File: config.mk
export PLATFORM = sky130hd
export DESIGN_NAME = char_lcd_bus_sequencer
export DESIGN_NICKNAME = d
export VERILOG_FILES = /design/src/rtl/clbs_pkg.sv /design/src/rtl/clbs_front.sv /design/src/rtl/clbs_queue.sv /design/src/rtl/clbs_back.sv /design/src/rtl/char_lcd_bus_sequencer.sv
export SDC_FILE = /design/constraint.sdc
export NUM_CORES = 1
export LEC_CHECK = 0
export ABC_AREA = 1
export BUFFER_PORTS_ARGS = -buffer_cell sky130_fd_sc_hd__buf_2
export CORE_UTILIZATION = 60
export DETAILED_ROUTE_END_ITERATION = 10
export PLACE_DENSITY_LB_ADDON = 0.08
export SETUP_SLACK_MARGIN = 0.2
export SYNTH_ARGS = -nofsm -noshare
export SYNTH_HDL_FRONTEND = slang
export SYNTH_HIERARCHICAL = 1
export SYNTH_SLANG_ARGS = --single-unit
File: constraint.sdc
create_clock -name clk -period 4.4 [get_ports clk]
set_clock_uncertainty 0.05 [all_clocks]
set_input_delay 0.88 -clock clk [delete_from_list [all_inputs] [get_ports clk]]
set_output_delay 0.88 -clock clk [all_outputs]
set_load 0.1 [all_outputs]
File: src/rtl/clbs_pkg.sv
// Shared types, command and register codes, wait figures and the item generator
// for the character LCD bus sequencer. No dependencies.
`default_nettype none

package clbs_pkg;

  localparam logic [2:0] CMD_INIT  = 3'd0;
  localparam logic [2:0] CMD_CLEAR = 3'd1;
  localparam logic [2:0] CMD_HOME  = 3'd2;
  localparam logic [2:0] CMD_MOVE  = 3'd3;
  localparam logic [2:0] CMD_WRITE = 3'd4;

  localparam logic [1:0] REG_FOUR_BIT = 2'd0;
  localparam logic [1:0] REG_COLUMNS  = 2'd1;
  localparam logic [1:0] REG_ROWS     = 2'd2;

  localparam logic [7:0] INS_FUNC_SET   = 8'h20;
  localparam logic [7:0] INS_TWO_LINE   = 8'h08;
  localparam logic [7:0] INS_EIGHT_BIT  = 8'h10;
  localparam logic [7:0] INS_DISPLAY_ON = 8'h0C;
  localparam logic [7:0] INS_CLEAR      = 8'h01;
  localparam logic [7:0] INS_HOME       = 8'h02;
  localparam logic [7:0] INS_ENTRY_MODE = 8'h06;
  localparam logic [7:0] INS_DDRAM      = 8'h80;
  localparam logic [6:0] ROW_ONE_OFFSET = 7'h40;

  localparam logic [7:0] WAKE_NIBBLE   = 8'h03;
  localparam logic [7:0] FOUR_BIT_NIB  = 8'h02;

  localparam logic [15:0] WAIT_POWER_ON = 16'd50000;
  localparam logic [15:0] WAIT_WAKE4    = 16'd4601;
  localparam logic [15:0] WAIT_WAKE8    = 16'd4600;
  localparam logic [15:0] WAIT_WAKE_2ND = 16'd250;
  localparam logic [15:0] WAIT_CMD      = 16'd100;
  localparam logic [15:0] WAIT_SLOW_CMD = 16'd2100;

  localparam logic [3:0] LAST_STEP_INIT4 = 4'd12;
  localparam logic [3:0] LAST_STEP_INIT8 = 4'd7;
  localparam logic [3:0] FIRST_TAIL4     = 4'd5;
  localparam logic [3:0] FIRST_TAIL8     = 4'd4;

  // One classified command, as it travels from front to back.
  typedef struct packed {
    logic       init;       // full power-on sequence
    logic       four_bit;   // nibble transfers
    logic       rs;         // register select for a byte transfer
    logic [7:0] value;      // byte to send, or function set for init
    logic       slow;       // final strobe waits for a slow instruction
  } job_t;

  typedef struct packed {
    logic        strobe_res;
    logic        reg_select;
    logic [7:0]  bus_value;
    logic [15:0] wait_us;
    logic        last;
  } item_t;

  // Byte of the common set-up tail: function set, display on, clear, entry mode.
  function automatic logic [7:0] tail_byte(logic [1:0] sel, logic [7:0] fs);
    logic [7:0] b;
    case (sel)
      2'd0:    b = fs;
      2'd1:    b = INS_DISPLAY_ON;
      2'd2:    b = INS_CLEAR;
      default: b = INS_ENTRY_MODE;
    endcase
    return b;
  endfunction

  // Result item number step of the given job.
  function automatic item_t item_of(job_t j, logic [3:0] step);
    item_t      it;
    logic [3:0] idx;
    logic [7:0] b;
    it = '{strobe_res: 1'b1, reg_select: 1'b0, bus_value: 8'h00,
           wait_us: WAIT_CMD, last: 1'b0};
    idx = 4'd0;
    b = 8'h00;
    if (!j.init) begin
      it.reg_select = j.rs;
      if (j.four_bit) begin
        if (step == 4'd0) begin
          it.bus_value = {4'h0, j.value[7:4]};
        end else begin
          it.bus_value = {4'h0, j.value[3:0]};
          it.wait_us = j.slow ? WAIT_SLOW_CMD : WAIT_CMD;
          it.last = 1'b1;
        end
      end else begin
        it.bus_value = j.value;
        it.wait_us = j.slow ? WAIT_SLOW_CMD : WAIT_CMD;
        it.last = 1'b1;
      end
    end else if (step == 4'd0) begin
      it.strobe_res = 1'b0;
      it.wait_us = WAIT_POWER_ON;
    end else if (j.four_bit) begin
      if (step < FIRST_TAIL4) begin
        case (step)
          4'd1, 4'd2: begin
            it.bus_value = WAKE_NIBBLE;
            it.wait_us = WAIT_WAKE4;
          end
          4'd3: begin
            it.bus_value = WAKE_NIBBLE;
            it.wait_us = WAIT_WAKE_2ND;
          end
          default: begin
            it.bus_value = FOUR_BIT_NIB;
          end
        endcase
      end else begin
        idx = step - FIRST_TAIL4;
        b = tail_byte(idx[2:1], j.value);
        it.bus_value = idx[0] ? {4'h0, b[3:0]} : {4'h0, b[7:4]};
        it.wait_us = (idx[0] && idx[2:1] == 2'd2) ? WAIT_SLOW_CMD : WAIT_CMD;
        it.last = (step == LAST_STEP_INIT4);
      end
    end else begin
      if (step < FIRST_TAIL8) begin
        it.bus_value = j.value;
        case (step)
          4'd1:    it.wait_us = WAIT_WAKE8;
          4'd2:    it.wait_us = WAIT_WAKE_2ND;
          default: it.wait_us = WAIT_CMD;
        endcase
      end else begin
        idx = step - FIRST_TAIL8;
        it.bus_value = tail_byte(idx[1:0], j.value);
        it.wait_us = (idx[1:0] == 2'd2) ? WAIT_SLOW_CMD : WAIT_CMD;
        it.last = (step == LAST_STEP_INIT8);
      end
    end
    return it;
  endfunction

endpackage

`default_nettype wire

File: src/rtl/clbs_front.sv
// Front end: configuration registers and command classification into jobs.
// Depends on clbs_pkg.
`default_nettype none

module clbs_front (
  input  wire logic               clk,
  input  wire logic               rst,
  input  wire logic               cfg_we,
  input  wire logic [1:0]         cfg_index,
  input  wire logic [5:0]         cfg_data,
  input  wire logic               accept,
  input  wire logic [2:0]         command,
  input  wire logic [7:0]         data_byte,
  input  wire logic [6:0]         column,
  input  wire logic [2:0]         row,
  output logic                    push,
  output clbs_pkg::job_t          job
);

  logic       four_bit_bus;
  logic [5:0] columns;
  logic [2:0] rows;

  logic [2:0] eff_rows;
  logic [2:0] row_c;
  logic [6:0] offset;
  logic [6:0] addr;
  logic [7:0] func_set;

  always_ff @(posedge clk) begin
    if (rst) begin
      four_bit_bus <= 1'b1;
      columns <= 6'd16;
      rows <= 3'd1;
    end else if (cfg_we) begin
      case (cfg_index)
        clbs_pkg::REG_FOUR_BIT: four_bit_bus <= cfg_data[0];
        clbs_pkg::REG_COLUMNS:  columns <= cfg_data;
        clbs_pkg::REG_ROWS:     rows <= cfg_data[2:0];
        default: ;
      endcase
    end
  end

  always_comb begin
    eff_rows = (rows == 3'd0) ? 3'd1 : rows;
    row_c = (row >= eff_rows) ? eff_rows - 3'd1 : row;
    case (row_c)
      3'd0:    offset = 7'd0;
      3'd1:    offset = clbs_pkg::ROW_ONE_OFFSET;
      3'd2:    offset = {1'b0, columns};
      default: offset = clbs_pkg::ROW_ONE_OFFSET + {1'b0, columns};
    endcase
    addr = column + offset;
    func_set = clbs_pkg::INS_FUNC_SET
             | ((eff_rows > 3'd1) ? clbs_pkg::INS_TWO_LINE : 8'h00)
             | (four_bit_bus ? 8'h00 : clbs_pkg::INS_EIGHT_BIT);

    job = '{init: 1'b0, four_bit: four_bit_bus, rs: 1'b0, value: 8'h00, slow: 1'b0};
    push = 1'b0;
    case (command)
      clbs_pkg::CMD_INIT: begin
        job.init = 1'b1;
        job.value = func_set;
        push = accept;
      end
      clbs_pkg::CMD_CLEAR: begin
        job.value = clbs_pkg::INS_CLEAR;
        job.slow = 1'b1;
        push = accept;
      end
      clbs_pkg::CMD_HOME: begin
        job.value = clbs_pkg::INS_HOME;
        job.slow = 1'b1;
        push = accept;
      end
      clbs_pkg::CMD_MOVE: begin
        job.value = clbs_pkg::INS_DDRAM | {1'b0, addr};
        push = accept;
      end
      clbs_pkg::CMD_WRITE: begin
        job.rs = 1'b1;
        job.value = data_byte;
        push = accept;
      end
      default: ;  // drop unknown commands
    endcase
  end

endmodule

`default_nettype wire

File: src/rtl/clbs_queue.sv
// Short job queue between front and back ends.
// Depends on clbs_pkg for the job type.
`default_nettype none

module clbs_queue #(
  parameter int DEPTH = 2
) (
  input  wire logic           clk,
  input  wire logic           rst,
  input  wire logic           push,
  input  wire clbs_pkg::job_t push_job,
  input  wire logic           pop,
  output clbs_pkg::job_t      head,
  output logic                empty,
  output logic                full
);

  localparam int PW = (DEPTH > 1) ? $clog2(DEPTH) : 1;
  localparam int CW = $clog2(DEPTH + 1);

  clbs_pkg::job_t  slots [DEPTH];
  logic [PW-1:0]   wr_ptr;
  logic [PW-1:0]   rd_ptr;
  logic [CW-1:0]   count;

  assign empty = (count == '0);
  assign full  = (count == CW'(DEPTH));
  assign head  = slots[rd_ptr];

  always_ff @(posedge clk) begin
    if (push) begin
      slots[wr_ptr] <= push_job;
    end
  end

  always_ff @(posedge clk) begin
    if (rst) begin
      wr_ptr <= '0;
      rd_ptr <= '0;
      count <= '0;
    end else begin
      if (push) begin
        wr_ptr <= (wr_ptr == PW'(DEPTH - 1)) ? '0 : wr_ptr + 1'b1;
      end
      if (pop) begin
        rd_ptr <= (rd_ptr == PW'(DEPTH - 1)) ? '0 : rd_ptr + 1'b1;
      end
      if (push && !pop) begin
        count <= count + 1'b1;
      end else if (pop && !push) begin
        count <= count - 1'b1;
      end
    end
  end

endmodule

`default_nettype wire

File: src/rtl/clbs_back.sv
// Back end: walks the current job one result item per cycle into output registers.
// Depends on clbs_pkg.
`default_nettype none

module clbs_back (
  input  wire logic           clk,
  input  wire logic           rst,
  input  wire clbs_pkg::job_t head,
  input  wire logic           empty,
  output logic                pop,
  output logic                result_strobe,
  output clbs_pkg::item_t     result
);

  clbs_pkg::job_t  cur;
  logic            cur_valid;
  logic [3:0]      step;
  clbs_pkg::item_t item;

  always_comb begin
    item = clbs_pkg::item_of(cur, step);
    pop = !empty && (!cur_valid || item.last);
  end

  always_ff @(posedge clk) begin
    if (pop) begin
      cur <= head;
    end
    if (cur_valid) begin
      result <= item;
    end
  end

  always_ff @(posedge clk) begin
    if (rst) begin
      cur_valid <= 1'b0;
      step <= '0;
      result_strobe <= 1'b0;
    end else begin
      result_strobe <= cur_valid;
      if (pop) begin
        cur_valid <= 1'b1;
        step <= '0;
      end else if (cur_valid) begin
        if (item.last) begin
          cur_valid <= 1'b0;
        end
        step <= step + 1'b1;
      end
    end
  end

endmodule

`default_nettype wire

File: src/rtl/char_lcd_bus_sequencer.sv
// Character LCD bus sequencer: commands in, enable-strobe transactions out.
// An accepted command is registered in the job queue, then as the current job, then as a
// result; one result per cycle after that while jobs are queued. Initialise gives 13
// results (8 in 8-bit mode), a byte command 2 (1 in 8-bit); queued commands overlap.
// Reset (rst, synchronous): four_bit_bus=1, columns=16, rows=1, queue and back end emptied.
// Results cannot be stalled; each is valid for the one cycle result_strobe is high.
`default_nettype none

module char_lcd_bus_sequencer #(
  parameter int QUEUE_DEPTH = 2
) (
  input  wire logic        clk,
  input  wire logic        rst,
  // command transaction
  input  wire logic        start,
  output logic             busy,
  input  wire logic [2:0]  command,
  input  wire logic [7:0]  data_byte,
  input  wire logic [6:0]  column,
  input  wire logic [2:0]  row,
  // configuration write transaction
  input  wire logic        cfg_valid,
  output logic             cfg_ready,
  input  wire logic [1:0]  cfg_index,
  input  wire logic [5:0]  cfg_data,
  // result transaction
  output logic             result_strobe,
  output logic             strobe_res,
  output logic             reg_select,
  output logic [7:0]       bus_value,
  output logic [15:0]      wait_us,
  output logic             last
);

  logic            accept;
  logic            push;
  clbs_pkg::job_t  job;
  clbs_pkg::job_t  head;
  logic            empty;
  logic            full;
  logic            pop;
  clbs_pkg::item_t result;

  // Hold off new commands only while the job queue is full.
  assign busy = full;
  assign accept = start && !busy;
  // Configuration writes are always taken; cfg_ready is tied high.
  assign cfg_ready = 1'b1;

  // Classify each command into a job; drop unknown codes here.
  clbs_front u_front (
    .clk       (clk),
    .rst       (rst),
    .cfg_we    (cfg_valid && cfg_ready),
    .cfg_index (cfg_index),
    .cfg_data  (cfg_data),
    .accept    (accept),
    .command   (command),
    .data_byte (data_byte),
    .column    (column),
    .row       (row),
    .push      (push),
    .job       (job)
  );

  clbs_queue #(
    .DEPTH (QUEUE_DEPTH)
  ) u_queue (
    .clk      (clk),
    .rst      (rst),
    .push     (push),
    .push_job (job),
    .pop      (pop),
    .head     (head),
    .empty    (empty),
    .full     (full)
  );

  // Advance through each job's items, pulling the next job on its last item.
  clbs_back u_back (
    .clk           (clk),
    .rst           (rst),
    .head          (head),
    .empty         (empty),
    .pop           (pop),
    .result_strobe (result_strobe),
    .result        (result)
  );

  assign strobe_res = result.strobe_res;
  assign reg_select = result.reg_select;
  assign bus_value  = result.bus_value;
  assign wait_us    = result.wait_us;
  assign last       = result.last;

endmodule

`default_nettype wire

Word-level counts from Yosys, hierarchy flattened
Memories as Yosys holds them, arrays and structs flattened. A register that Yosys moved wholly into a read port is not among the register bits.
Index checks and enable logic that the tools add are counted.

word-level totals
  bits in registers = 47
  memory bits (writable) = 24
  input port bits = 33
  output and inout port bits = 30
  word-level logic and storage cells = 117
  memories = 1

memories
  memory         depth  width  rd ports  clocked after memory_dff  write ports  line              source
  u_queue.slots  2      12     1         1                         1            clbs_queue.sv:21  clbs_pkg::job_t slots [DEPTH];

operators by class
  add/subtract/negate cells = 10
  order comparisons = 4
  eq/ne operators = 18
  mux-type cells = 41
  bitwise gates (word level) = 1
  reductions and logical operators = 28

operator list
  operator                                                     number
  two-way mux 25 bit                                           3
  one-hot mux 13 bit (2 select lines)                          2
  two-way mux 24 bit                                           2
  one-hot mux 8 bit (3 select lines)                           2
  one-hot mux 8 bit (5 select lines)                           1
  two-way mux 12 bit                                           3
  one-hot mux 7 bit (3 select lines)                           1
  two-way mux 17 bit                                           1
  two-way mux 1 bit                                            16
  two-way mux 16 bit                                           1
  two-way mux 4 bit                                            3
  == test 3 x 2 -> 1 bit (second input constant)               3
  zero test 3 bit                                              3
  == test 2 bit (second input constant)                        4
  == test 4 x 2 -> 1 bit (second input constant)               2
  zero test 2 bit                                              4
  less-than comparator 4 x 3 -> 1 bit (second input constant)  2
  two-way mux 8 bit                                            1
  bitwise OR 8 bit                                             1
  adder 7 x 6 -> 7 bit (first input constant)                  1
  adder 7 bit                                                  1
  == test 2 x 1 -> 1 bit (second input constant)               3
  == test 3 x 1 -> 1 bit (second input constant)               2
  two-way mux 3 bit                                            2
  other kinds (23)                                             38

Depth between registers and ports, before layout
Gate-level depths: netlist of the first run.

  depth in word-level cells = 13
  gate-level depth with buffers = 19
  depth with buffers taken out = 19

Cells and area by module
Netlist of the first run, hierarchy kept.

modules (own cells, without submodules)
  module                  times used  cells each  area an instance (µm²)  sequential area each (µm²)
  clbs_back               1           222         2064.5                  1111.1
  clbs_queue              1           70          1131.1                  820.8
  clbs_front              1           155         1027.2                  200.2
  char_lcd_bus_sequencer  1           4           21.3                    0.0

Least setup slack after synthesis of the first run
Ideal clock, no wire load.

  kind = input -> register
  start point = input port row[2]
  end point = memory u_queue/slots[0][3] (netlist name) (data pin)
  setup time = 0.260 ns
  data arrival time = 2.939 ns
  data required time = 4.090 ns
  path slack = 1.151 ns
  cell stages on the path = 11
  buffers on the path = 0
  cell sequence = ha_1 -> a21oi_2 -> nand2_2 -> o21ai_0 -> nand2_1 -> inv_2 -> nor2_1 -> ha_1 -> fa_1 -> or2_2 -> a32o_1

RTL lines
  item         line                          source
  from (decl)  char_lcd_bus_sequencer.sv:20  input wire logic [2:0] row,
  to (decl)    clbs_queue.sv:21

==> results.yml, run 1 <==
setup_path:
  required_ps: 4450
  timing.rr.start: "u_front/rows[2]$_SDFFE_PP0P_"
  reg2reg_depth: 14
  startpoint: "row[2]"
  path_max_fanout: 6
  critPathLaunchType: "primary input"
  worstSetupEndpointType: "register"
  worstSetupPathType: "in -> reg"
  cp.arrival_ps: 3230
  r2r_setup_slack_ps: 1350
  cp-endpoint: "u_queue/slots[0][3]$_DFFE_PP_"
  reg2reg_to: "u_queue/slots[0][3]$_DFFE_PP_"
logic_synthesis:
  synth_compound_area_frac: 0.0858
  synth_area_per_cell_um2: 9.41
  synthSimpleGateAreaFrac: 0.202
  synthMuxAreaShare: 0.0407
  synth_cell_type_count: 42
  synth-edff-count: 57
  ys_seq_area_frac: 0.502
  synth_top_area_frac: 0.403
  ys_ff_latch: 78
  yosys.area_share.adder: 0.0637
  synth_top_family_by_area: "simple AND/OR/NAND/NOR gates"
  yosys.area.top_type: "edfxtp_1"
  synthTopCellsByArea: "edfxtp_1, dfxtp_1, nand2_1, inv_1, ha_1"
  synth_xor_xnor_area_share: 0.0144
  netlist_instances: 451
  synthFlopType: "edfxtp_1"
  synth_area_mm2: 0.00424
  yosys_warnings: 6
  synthArstFlopShare: 0
timing:
  slew_violations: 0
  relSlewSlack: 0.326
  period_share: 0.722
  worst_pin_slew_ps: 1010
  fin_setup_tns_ps: 0
  setup_viol: 0
  finalHoldViolCount: 0
  fmax_ghz: 0.315
  fin_crit_ps: 3180
  setup_ws_ps: 1220
  grt_setup_unrepaired: "no"
clock_tree:
  post_cts_resize_count: 0
  cts_tree: "done"
  clk_latency_ps: 350
  cts_made_buffers: 9
  cts.clk_slew.worst_paths_ps: 80
  root_buffer: "clkbuf_8"
  ctsHoldBuffers: 0
  ctsLongestPathBuffers: 2
  cts_setup_buffers: 0
  clock_sinks: 78
  htreeDepth: 3
grt:
  grt_max_degree: 28
  antenna_found_initial: 0
  grt_pass1_wl_um: 13000
  grt_usage: 0.229
  grt_pass1_vias: 3001
  grt-ovfl-total: 0
placement:
  dp.cells: 594
  port_buffers: 59
  place_ws_ps: 852
  dpl.hpwl_um: 5930
  place.gp.congestion: 0.967
pwr:
  p_leak_nw: 2.16
  ir_drop_mv: 0.205
  powerDensity_mw_per_mm2: 665
  power_mw: 3.16
routing:
  via_per_inst: 5.18
  dr.pass1.iters: 4
  drc_errors: 0
  wl_um: 7730
  drtAntennaViolNets: 0
  drt_iter0_markers: 125
  wire_per_inst_um: 12.7
  vias: 3159
outcome:
  status: "finished, final reports clean"
layout:
  final_nets: 563
  drive_gt1_frac: 0.228
  syn2layout_area_growth_pct: 11.9
  antenna_cells: 0
  stdcell_count: 610
worst_hold_path:
  min-delay-path-class: "reg -> reg"
floorplan:
  die_area_mm2: 0.00741
  core_mm2: 0.00683
  die_y_um: 86.1
  io_pins: 63
  fp-row-count: 30
  start_util: 0.621
  die_width_um: 86.1
job:
  max-cap-violations: 0
-- layer usage --
layer / track usage / up-vias / share of wire
met1: 0.255 / 1458 / 0.42
met2: 0.412 / 87 / 0.51
met4: 0.129 / 0 / 0.023
li1: - / 1601 / -
met5: 0 / - / 0
met3: 0.0404 / 13 / 0.044
-- worst min path at each step --
stage                                      end  cells after the start                            start
3_5_place_dp      u_front/rows[0]$_SDFFE_PP1P_                      2     u_front/rows[0]$_SDFFE_PP1P_
5_1_grt        u_front/columns[2]$_SDFFE_PP0P_                      2  u_front/columns[2]$_SDFFE_PP0P_
3_3_place_gp      u_front/rows[0]$_SDFFE_PP1P_                      2     u_front/rows[0]$_SDFFE_PP1P_
4_1_cts        u_front/columns[2]$_SDFFE_PP0P_                      2  u_front/columns[2]$_SDFFE_PP0P_
2_1_floorplan     u_front/rows[0]$_SDFFE_PP1P_                      2     u_front/rows[0]$_SDFFE_PP1P_
6_report          u_front/rows[0]$_SDFFE_PP1P_                      2     u_front/rows[0]$_SDFFE_PP1P_
-- worst max-delay path: stages --
cell	delay, ps
buf_2	100
ha_1	310
nand2_1	70
clkinv_1	70
nand2_2	80
nand2_2	80
o21ai_0	170
nand2_1	90
inv_2	100
nor2_1	50
ha_1	210
fa_1	430
or2_2	310
a32o_1	250
-- power by group --
| group | switching, mW | leakage, nW | total (mW) | internal, mW |
|---|---|---|---|---|
| clock network | 0.280 | 0.0829 | 0.492 | 0.211 |
| registers | 0.124 | 0.711 | 1.18 | 1.05 |
| logic | 1.15 | 1.37 | 1.49 | 0.342 |
-- cell usage in the layout (no fill, tap or decap), types with 2 or more instances in the layout --
master / count
nand2_1: 84
xor2_1: 4
dfxtp_1: 21
a31oi_1: 2
nand2_4: 2
inv_1: 67
nand3b_1: 4
ha_1: 20
o21ai_1: 5
mux2_4: 10
o211ai_1: 6
a21oi_1: 23
nor2_1: 32
inv_6: 3
nand4_1: 4
nand3_1: 34
mux2_2: 2
o21ai_0: 18
nor2_2: 3
edfxtp_1: 57
clkbuf_8: 9
nand2_2: 8
nor3_2: 2
xnor2_1: 3
conb_1: 3
o21bai_2: 2
inv_2: 5
buf_2: 59
clkinvlp_4: 3
nor3_1: 4
-- cells by family after synthesis --
| logic type | count (synthesis) |
|---|---|
| AOI/OAI and AO/OA | 62 |
| xor gates and xnor gates | 7 |
| adders and majority gates | 21 |
| buffers and inverters | 87 |
| DFF | 78 |
| muxes | 12 |
| other | 2 |
| and+or+nand+nor | 182 |
-- registers in the layout, indices dropped and copies added, names as in the netlist, named ones only --
name                  cells
u_front/rows              3
u_back/step               4
u_back/result_strobe      1
u_queue/wr_ptr            1
u_back/cur_valid          1
u_queue/rd_ptr            1
u_queue/count             2
u_queue/slots            24
u_back/result            21
u_front/four_bit_bus      1
u_front/columns           6
u_back/cur               12
-- synthesized netlist by cell type, types with 5 or more instances --
cell type	count
nand2_1	84
inv_1	67
edfxtp_1	57
nand3_1	34
nor2_1	32
a21oi_1	23
dfxtp_1	21
ha_1	20
o21ai_0	18
mux2_4	10
buf_4	9
nand2_2	8
o211ai_1	6
inv_2	5
o21ai_1	5
-- final cells by class --
| type | count | area, µm² |
|---|---|---|
| Sequential cell | 78 | 2130 |
| Fill cell | 559 | 2080 |
| Tap cell | 96 | 120 |
| Clock inverter | 7 | 57.6 |
| Timing Repair Buffer | 60 | 303 |
| Clock buffer | 9 | 124 |
| Inverter | 73 | 274 |
| Multi-Input combinational cell | 287 | 1740 |
-- per-stage QoR --
stage,hold WS [ps],cell area [µm²],utilization
finish,409,4750,0.695
global route,428,4750,0.695
CTS,409,4750,0.695
detailed placement,390,4570,0.668
global placement,388,4570,0.668
floorplan,370,4250,-
Power figures use the tool's default switching activity.
==> inputs of run 2 (changes only) <==
--- a/config.mk
+++ b/config.mk
@@ -7,7 +7,7 @@
 export LEC_CHECK = 0
 export ABC_AREA = 1
 export BUFFER_PORTS_ARGS = -buffer_cell sky130_fd_sc_hd__buf_2
-export CORE_UTILIZATION = 60
+export CORE_UTILIZATION = 57
 export DETAILED_ROUTE_END_ITERATION = 10
 export PLACE_DENSITY_LB_ADDON = 0.08
 export SETUP_SLACK_MARGIN = 0.2
==> constraint.sdc (replaced) <==
create_clock -name clk -period 3.1 [get_ports clk]
set_clock_uncertainty 0.05 [all_clocks]
set_input_delay 0.62 -clock clk [delete_from_list [all_inputs] [get_ports clk]]
set_output_delay 0.62 -clock clk [all_outputs]
set_load 0.1 [all_outputs]
==> run 2 against run 1 <==
  * Sequential power grew 41%
  * First-iteration DRC count shrank 6.4%
  * Setup slack worse by 1000 ps
  * Combinational power rose by 50%
  * Global-route usage shrank 0.16 points
  * Via count up 4.0%
  * Sequential share of layout area fell by 2.4 points
  * Core utilization up 0.35 points
  * Sequential cell count is the same
  * Non-clock buffer count up 9
  * Die area increased by 5.1%
  * Count of clock-buffer cells in the layout is the same
  * Critical endpoint is now u_queue/slots[0][7]$_DFFE_PP_
==> results.yml, run 2 (synthesis gave the netlist of run 1 again) <==
outcome:
  status: "finished, final reports clean"
routing:
  drt-met1-wl_um: 3270
  top_layer: "met4"
  wl_met2_um: 4680
  dr.pass1.iters: 6
  drtAntennaViolNets: 0
  drt_iter0_markers: 117
  dr_wl_met3_um: 479
  wire_per_inst_um: 13.9
  drc_errors: 0
  vias: 3286
  via_per_inst: 5.28
  wl_um: 8650
setup_path:
  startpoint: "u_front/rows[2]$_SDFFE_PP0P_"
  critPathLaunchType: "register"
  r2r_setup_slack_ps: 220
  reg2reg_to: "u_queue/slots[0][7]$_DFFE_PP_"
  reg2reg_depth: 18
  path_max_fanout: 5
  cp-endpoint: "u_queue/slots[0][7]$_DFFE_PP_"
  cp.arrival_ps: 2920
  slowest_delay_ps: 370
  required_ps: 3140
  timing.rr.start: "u_front/rows[2]$_SDFFE_PP0P_"
  worstSetupPathType: "reg -> reg"
  crit_path_cell_trace: "o21bai_4, ha_4, inv_2, nand2_2, nand2_4, nand2_4, nand2_1, o21ai_2, nand2_2, inv_2, buf_6, nor2_2, ha_4, a21oi_1, nand3_2, nand3b_1, nand3_1, nand2_1"
  worstSetupEndpointType: "register"
  cpMaxStageDelayCell: "dfxtp_4"
clock_tree:
  clk_latency_ps: 340
  htreeDepth: 3
  cts_tree: "done"
  root_buffer: "clkbuf_8"
  cts.clk_slew.worst_paths_ps: 80
  ctsHoldBuffers: 0
  ctsLongestPathBuffers: 2
  cts_made_buffers: 9
  clock_sinks: 78
placement:
  port_buffers: 59
  place_ws_ps: 6.61
  place.gp.congestion: 0.932
  placed_cell_area_mm2: 0.00462
  dpl.hpwl_um: 6150
grt:
  grt_max_degree: 28
  grt_pass1_wl_um: 13400
  grt_usage: 0.227
  antenna_found_initial: 0
  grt_pass1_vias: 3143
  grt-ovfl-total: 0
timing:
  fin_crit_ps: 2880
  setup_ws_ps: 217
  period_share: 0.930
  slew_violations: 0
  fin_setup_tns_ps: 0
  grt_setup_unrepaired: "no"
  relSlewSlack: 0.520
  finalHoldViolCount: 0
  worst_pin_slew_ps: 719
  setup_viol: 0
  fmax_ghz: 0.347
floorplan:
  start_util: 0.588
  core_mm2: 0.00721
  die_y_um: 88.3
  fp-row-count: 31
  die_area_mm2: 0.00780
  die_width_um: 88.3
  io_pins: 63
layout:
  antenna_cells: 0
  final_cell_mix: "nand2_1, inv_1, buf_2"
  drive_gt1_frac: 0.279
  regMostFlops: "u_queue/slots"
  reg_top3: "u_queue/slots x24, u_back/result x21, u_back/cur x12"
  syn2layout_area_growth_pct: 18.7
  layout_commonest_cell: "nand2_1"
  final_area_mm2: 0.00504
  final_nets: 572
  largest_register_ffs: 24
worst_hold_path:
  min-delay-path-class: "reg -> reg"
pwr:
  p_leak_nw: 2.27
  powerDensity_mw_per_mm2: 963
  ir_drop_mv: 0.316
job:
  max-cap-violations: 0
[run 2: changes by cell type in the layout (fill, tap and decap cells not counted), sizes merged]
cell / change
inv: -2
buf: +9
bufinv: +4
clkinvlp: -2
[run 2: metrics by stage]
step / total power [mW] / std cells / utilization / hold slack, ps
after floorplan: 3.48 / 452 / - / 370
after CTS: 4.82 / 617 / 0.676 / 406
after global routing: 5.13 / 622 / 0.698 / 442
after detailed placement: 3.84 / 601 / 0.640 / 396
after global placement: 3.80 / 601 / 0.640 / 393
final: 4.85 / 622 / 0.698 / 421
[run 2: worst min-delay path by stage]
| stage | cells after the start | slack [ps] | from | endpoint |
|---|---|---|---|---|
| finish | 2 | 420 | u_front/columns[0]$_SDFFE_PP0P_ | u_front/columns[0]$_SDFFE_PP0P_ |
| global route | 2 | 440 | u_front/columns[0]$_SDFFE_PP0P_ | u_front/columns[0]$_SDFFE_PP0P_ |
| CTS | 2 | 410 | u_front/columns[5]$_SDFFE_PP0P_ | u_front/columns[5]$_SDFFE_PP0P_ |
| detailed placement | 2 | 400 | u_front/columns[5]$_SDFFE_PP0P_ | u_front/columns[5]$_SDFFE_PP0P_ |
| global placement | 2 | 390 | u_front/rows[0]$_SDFFE_PP1P_ | u_front/rows[0]$_SDFFE_PP1P_ |
| floorplan | 2 | 370 | u_front/rows[0]$_SDFFE_PP1P_ | u_front/rows[0]$_SDFFE_PP1P_ |
[run 2: area by class of cell]
cell class	count	area, µm²
well taps	99	124
repair buffers	69	374
flip-flops and latches	78	2140
clock buffers	9	124
inverters	73	274
fillers	550	2180
multi-input cells	287	1870
clock inverters	7	136
[run 2: per-layer routing]
metal  up-vias  track usage
met5         -            0
met4         0        0.117
met3        22       0.0410
met2       142        0.431
met1      1507        0.238
li1       1615            -
[run 2: power breakdown]
group,internal (mW),leakage (nW),switching [mW],total (mW)
clock network,0.612,0.127,0.360,0.972
registers,1.49,0.712,0.165,1.66
logic,0.537,1.43,1.69,2.23
[run 2: what timing repair did]
item | 4_1_cts | 5_1_grt
endpoints found under the hold margin | 0 | 0
buffers inserted | 0 | 5
pin swaps | 1 | 16
endpoints found under the setup margin | 2 | 12
resized for setup | 0 | 27
[run 2: critical path: cells and delay by family, from the launching register on]
kind	cells	cell delay [ps]
and+or+nand+nor	10	1000
AOI/OAI and AO/OA	3	480
adders and majority gates	2	460
DFF	1	370
buffers and inverters	3	250
==> inputs of run 3 (changes only) <==
--- a/config.mk
+++ b/config.mk
@@ -7,7 +7,7 @@
 export LEC_CHECK = 0
 export ABC_AREA = 1
 export BUFFER_PORTS_ARGS = -buffer_cell sky130_fd_sc_hd__buf_2
-export CORE_UTILIZATION = 57
+export CORE_UTILIZATION = 60
 export DETAILED_ROUTE_END_ITERATION = 10
 export PLACE_DENSITY_LB_ADDON = 0.08
 export SETUP_SLACK_MARGIN = 0.2
==> constraint.sdc (replaced) <==
create_clock -name clk -period 3.5 [get_ports clk]
set_clock_uncertainty 0.05 [all_clocks]
set_input_delay 0.7 -clock clk [delete_from_list [all_inputs] [get_ports clk]]
set_output_delay 0.7 -clock clk [all_outputs]
set_load 0.1 [all_outputs]
==> run 3 against run 2 <==
  * Power decreased by 14%
  * Wire length is 8.3% lower
  * Critical path depth down 4
  * Die area decreased by 4.9%
  * First-iteration DRC count decreased by 13%
  * Core utilization grew 0.80 points
  * Sequential cell count did not move
  * Sequential power is 11% lower
  * Global-route usage increased by 1.2 points
  * Largest cell class unchanged
==> results.yml, run 3 (synthesis gave the netlist of run 1 again) <==
outcome:
  status: "finished, final reports clean"
setup_path:
  worstSetupEndpointType: "register"
  r2r_setup_slack_ps: 460
  reg2reg_to: "u_queue/slots[1][3]$_DFFE_PP_"
  timing.rr.start: "u_front/rows[2]$_SDFFE_PP0P_"
  worstSetupPathType: "reg -> reg"
  path_max_fanout: 6
  cp.arrival_ps: 3100
  required_ps: 3560
  critPathLaunchType: "register"
  reg2reg_depth: 14
timing:
  period_share: 0.868
  fmax_ghz: 0.329
  grt_setup_unrepaired: "no"
  setup_viol: 0
  relSlewSlack: 0.505
  slew_violations: 0
  finalHoldViolCount: 0
  worst_pin_slew_ps: 742
  fin_setup_tns_ps: 0
  holdWs_ps: 410
  fin_crit_ps: 3040
routing:
  drc_errors: 0
  wire_per_inst_um: 13.0
  drt_iter0_markers: 102
  drtAntennaViolNets: 0
  via_per_inst: 5.17
  wl_um: 7940
  dr.pass1.iters: 4
  vias: 3161
floorplan:
  core_mm2: 0.00683
  start_util: 0.621
  fp-row-count: 30
  io_pins: 63
  die_width_um: 86.1
  die_area_mm2: 0.00741
  die_y_um: 86.1
grt:
  grtUsageMet1: 0.259
  top_usage_layer: "met2"
  met2_usage: 0.449
  grt_pass1_vias: 3183
  grt_max_degree: 28
  met3_usage: 0.0346
  antenna_found_initial: 0
  grt_usage: 0.239
  grt_pass1_wl_um: 13600
  grt-ovfl-total: 0
worst_hold_path:
  min-delay-path-class: "reg -> reg"
  holdPathEnd: "u_front/rows[0]$_SDFFE_PP1P_"
  hold_start: "u_front/rows[0]$_SDFFE_PP1P_"
  min_path_cells: 2
layout:
  stdcell_count: 612
  antenna_cells: 0
  final_cell_mix: "nand2_1, inv_1, buf_2"
  final_nets: 565
  num-fill-cells: 554
  reg_top3: "u_queue/slots x24, u_back/result x21, u_back/cur x12"
  drive_gt1_frac: 0.231
  layout_commonest_cell: "nand2_1"
  final_area_mm2: 0.00483
  syn2layout_area_growth_pct: 13.7
  largest_register_ffs: 24
  regMostFlops: "u_queue/slots"
pwr:
  powerDensity_mw_per_mm2: 869
  power_mw: 4.19
  p_leak_nw: 2.21
  p_sw_mw: 1.95
  p_sw_frac: 0.466
  clock_power_share: 0.195
  p_seq_frac: 0.353
  ir_drop_mv: 0.342
  p_int_mw: 2.24
  p_comb_frac: 0.452
clock_tree:
  clk_latency_ps: 360
  ctsLongestPathBuffers: 2
  cts_setup_buffers: 0
  ctsHoldBuffers: 0
  post_cts_resize_count: 0
  cts.clk_slew.worst_paths_ps: 80
  cts_made_buffers: 9
  root_buffer: "clkbuf_8"
  cts_tree: "done"
  clock_sinks: 78
  htreeDepth: 3
job:
  max-cap-violations: 0
placement:
  port_buffers: 59
  dpl.hpwl_um: 5960
  placed_cell_area_mm2: 0.00458
  place.gp.congestion: 0.953
  dp.cells: 596
==> run 3: changes by cell type in the layout (fill, tap and decap cells not counted), moves of 2 or more <==
cell | previous run | this run
buf_4 | 9 | 3
clkinv_4 | 0 | 2
dfxtp_1 | 18 | 21
dfxtp_4 | 2 | 0
ha_1 | 13 | 20
ha_4 | 6 | 0
inv_2 | 7 | 5
nand2_1 | 82 | 84
nand2_4 | 4 | 2
nor2_1 | 28 | 32
nor2_2 | 6 | 3
==> run 3: stage by stage <==
stage / utilization / worst slack, ps
6_report: 0.706 / 462
3_5_place_dp: 0.671 / 179
5_1_grt: 0.706 / 237
4_1_cts: 0.706 / 453
2_1_floorplan: - / 431
3_3_place_gp: 0.671 / 205
==> run 3: power by group through the flow <==
| stage | combinational (mW) | clock [mW] | sequential, mW |
|---|---|---|---|
| 5_1_grt | 2.05 | 0.867 | 1.51 |
| 6_report | 1.89 | 0.816 | 1.48 |
| 3_3_place_gp | 1.86 | 0 | 1.49 |
| 3_5_place_dp | 1.89 | 0 | 1.50 |
| 4_1_cts | 1.90 | 0.831 | 1.48 |
| 2_1_floorplan | 0.992 | 0 | 2.09 |
==> run 3: worst max-delay path by stage <==
| stage | startpoint | to | slack (ps) | depth (start not counted) |
|---|---|---|---|---|
| 5_1_grt | u_front/rows[2]$_SDFFE_PP0P_ | u_queue/slots[1][3]$_DFFE_PP_ | 240 | 12 |
| 2_1_floorplan | row[2] | u_queue/slots[0][3]$_DFFE_PP_ | 430 | 11 |
| 3_3_place_gp | row[2] | u_queue/slots[0][3]$_DFFE_PP_ | 200 | 14 |
| 6_report | u_front/rows[2]$_SDFFE_PP0P_ | u_queue/slots[1][3]$_DFFE_PP_ | 460 | 14 |
| 4_1_cts | u_front/rows[2]$_SDFFE_PP0P_ | u_queue/slots[0][3]$_DFFE_PP_ | 450 | 14 |
| 3_5_place_dp | row[2] | u_queue/slots[0][3]$_DFFE_PP_ | 180 | 12 |
==> run 3: final cells by class <==
| type | count | area [µm²] | share of cell area |
|---|---|---|---|
| multi-input cells | 287 | 1740 | 0.360 |
| repair buffers | 62 | 318 | 0.0659 |
| inverters | 73 | 274 | 0.0568 |
| flip-flops and latches | 78 | 2130 | 0.442 |
| clock inverters | 7 | 121 | 0.0251 |
| well taps | 96 | 120 | 0.0249 |
| clock buffers | 9 | 124 | 0.0257 |
==> run 3: worst max-delay path, cell delays in order, from the launching register on <==
cell      delay, ps
dfxtp_1         360
o21bai_2        230
ha_1            270
inv_1            60
nand2_1          50
nand2_2          90
nand2_2          90
o21ai_0         160
nand2_1          90
inv_2           100
nor2_1           50
ha_1            210
fa_1            420
or2_2           310
a32o_1          260
==> run 3: routing by layer <==
layer / routed length, µm / vias to the layer above
met1: 3320 / 1450
li1: - / 1606
met4: 178 / 0
met3: 285 / 17
met2: 4160 / 88
met5: 0 / -
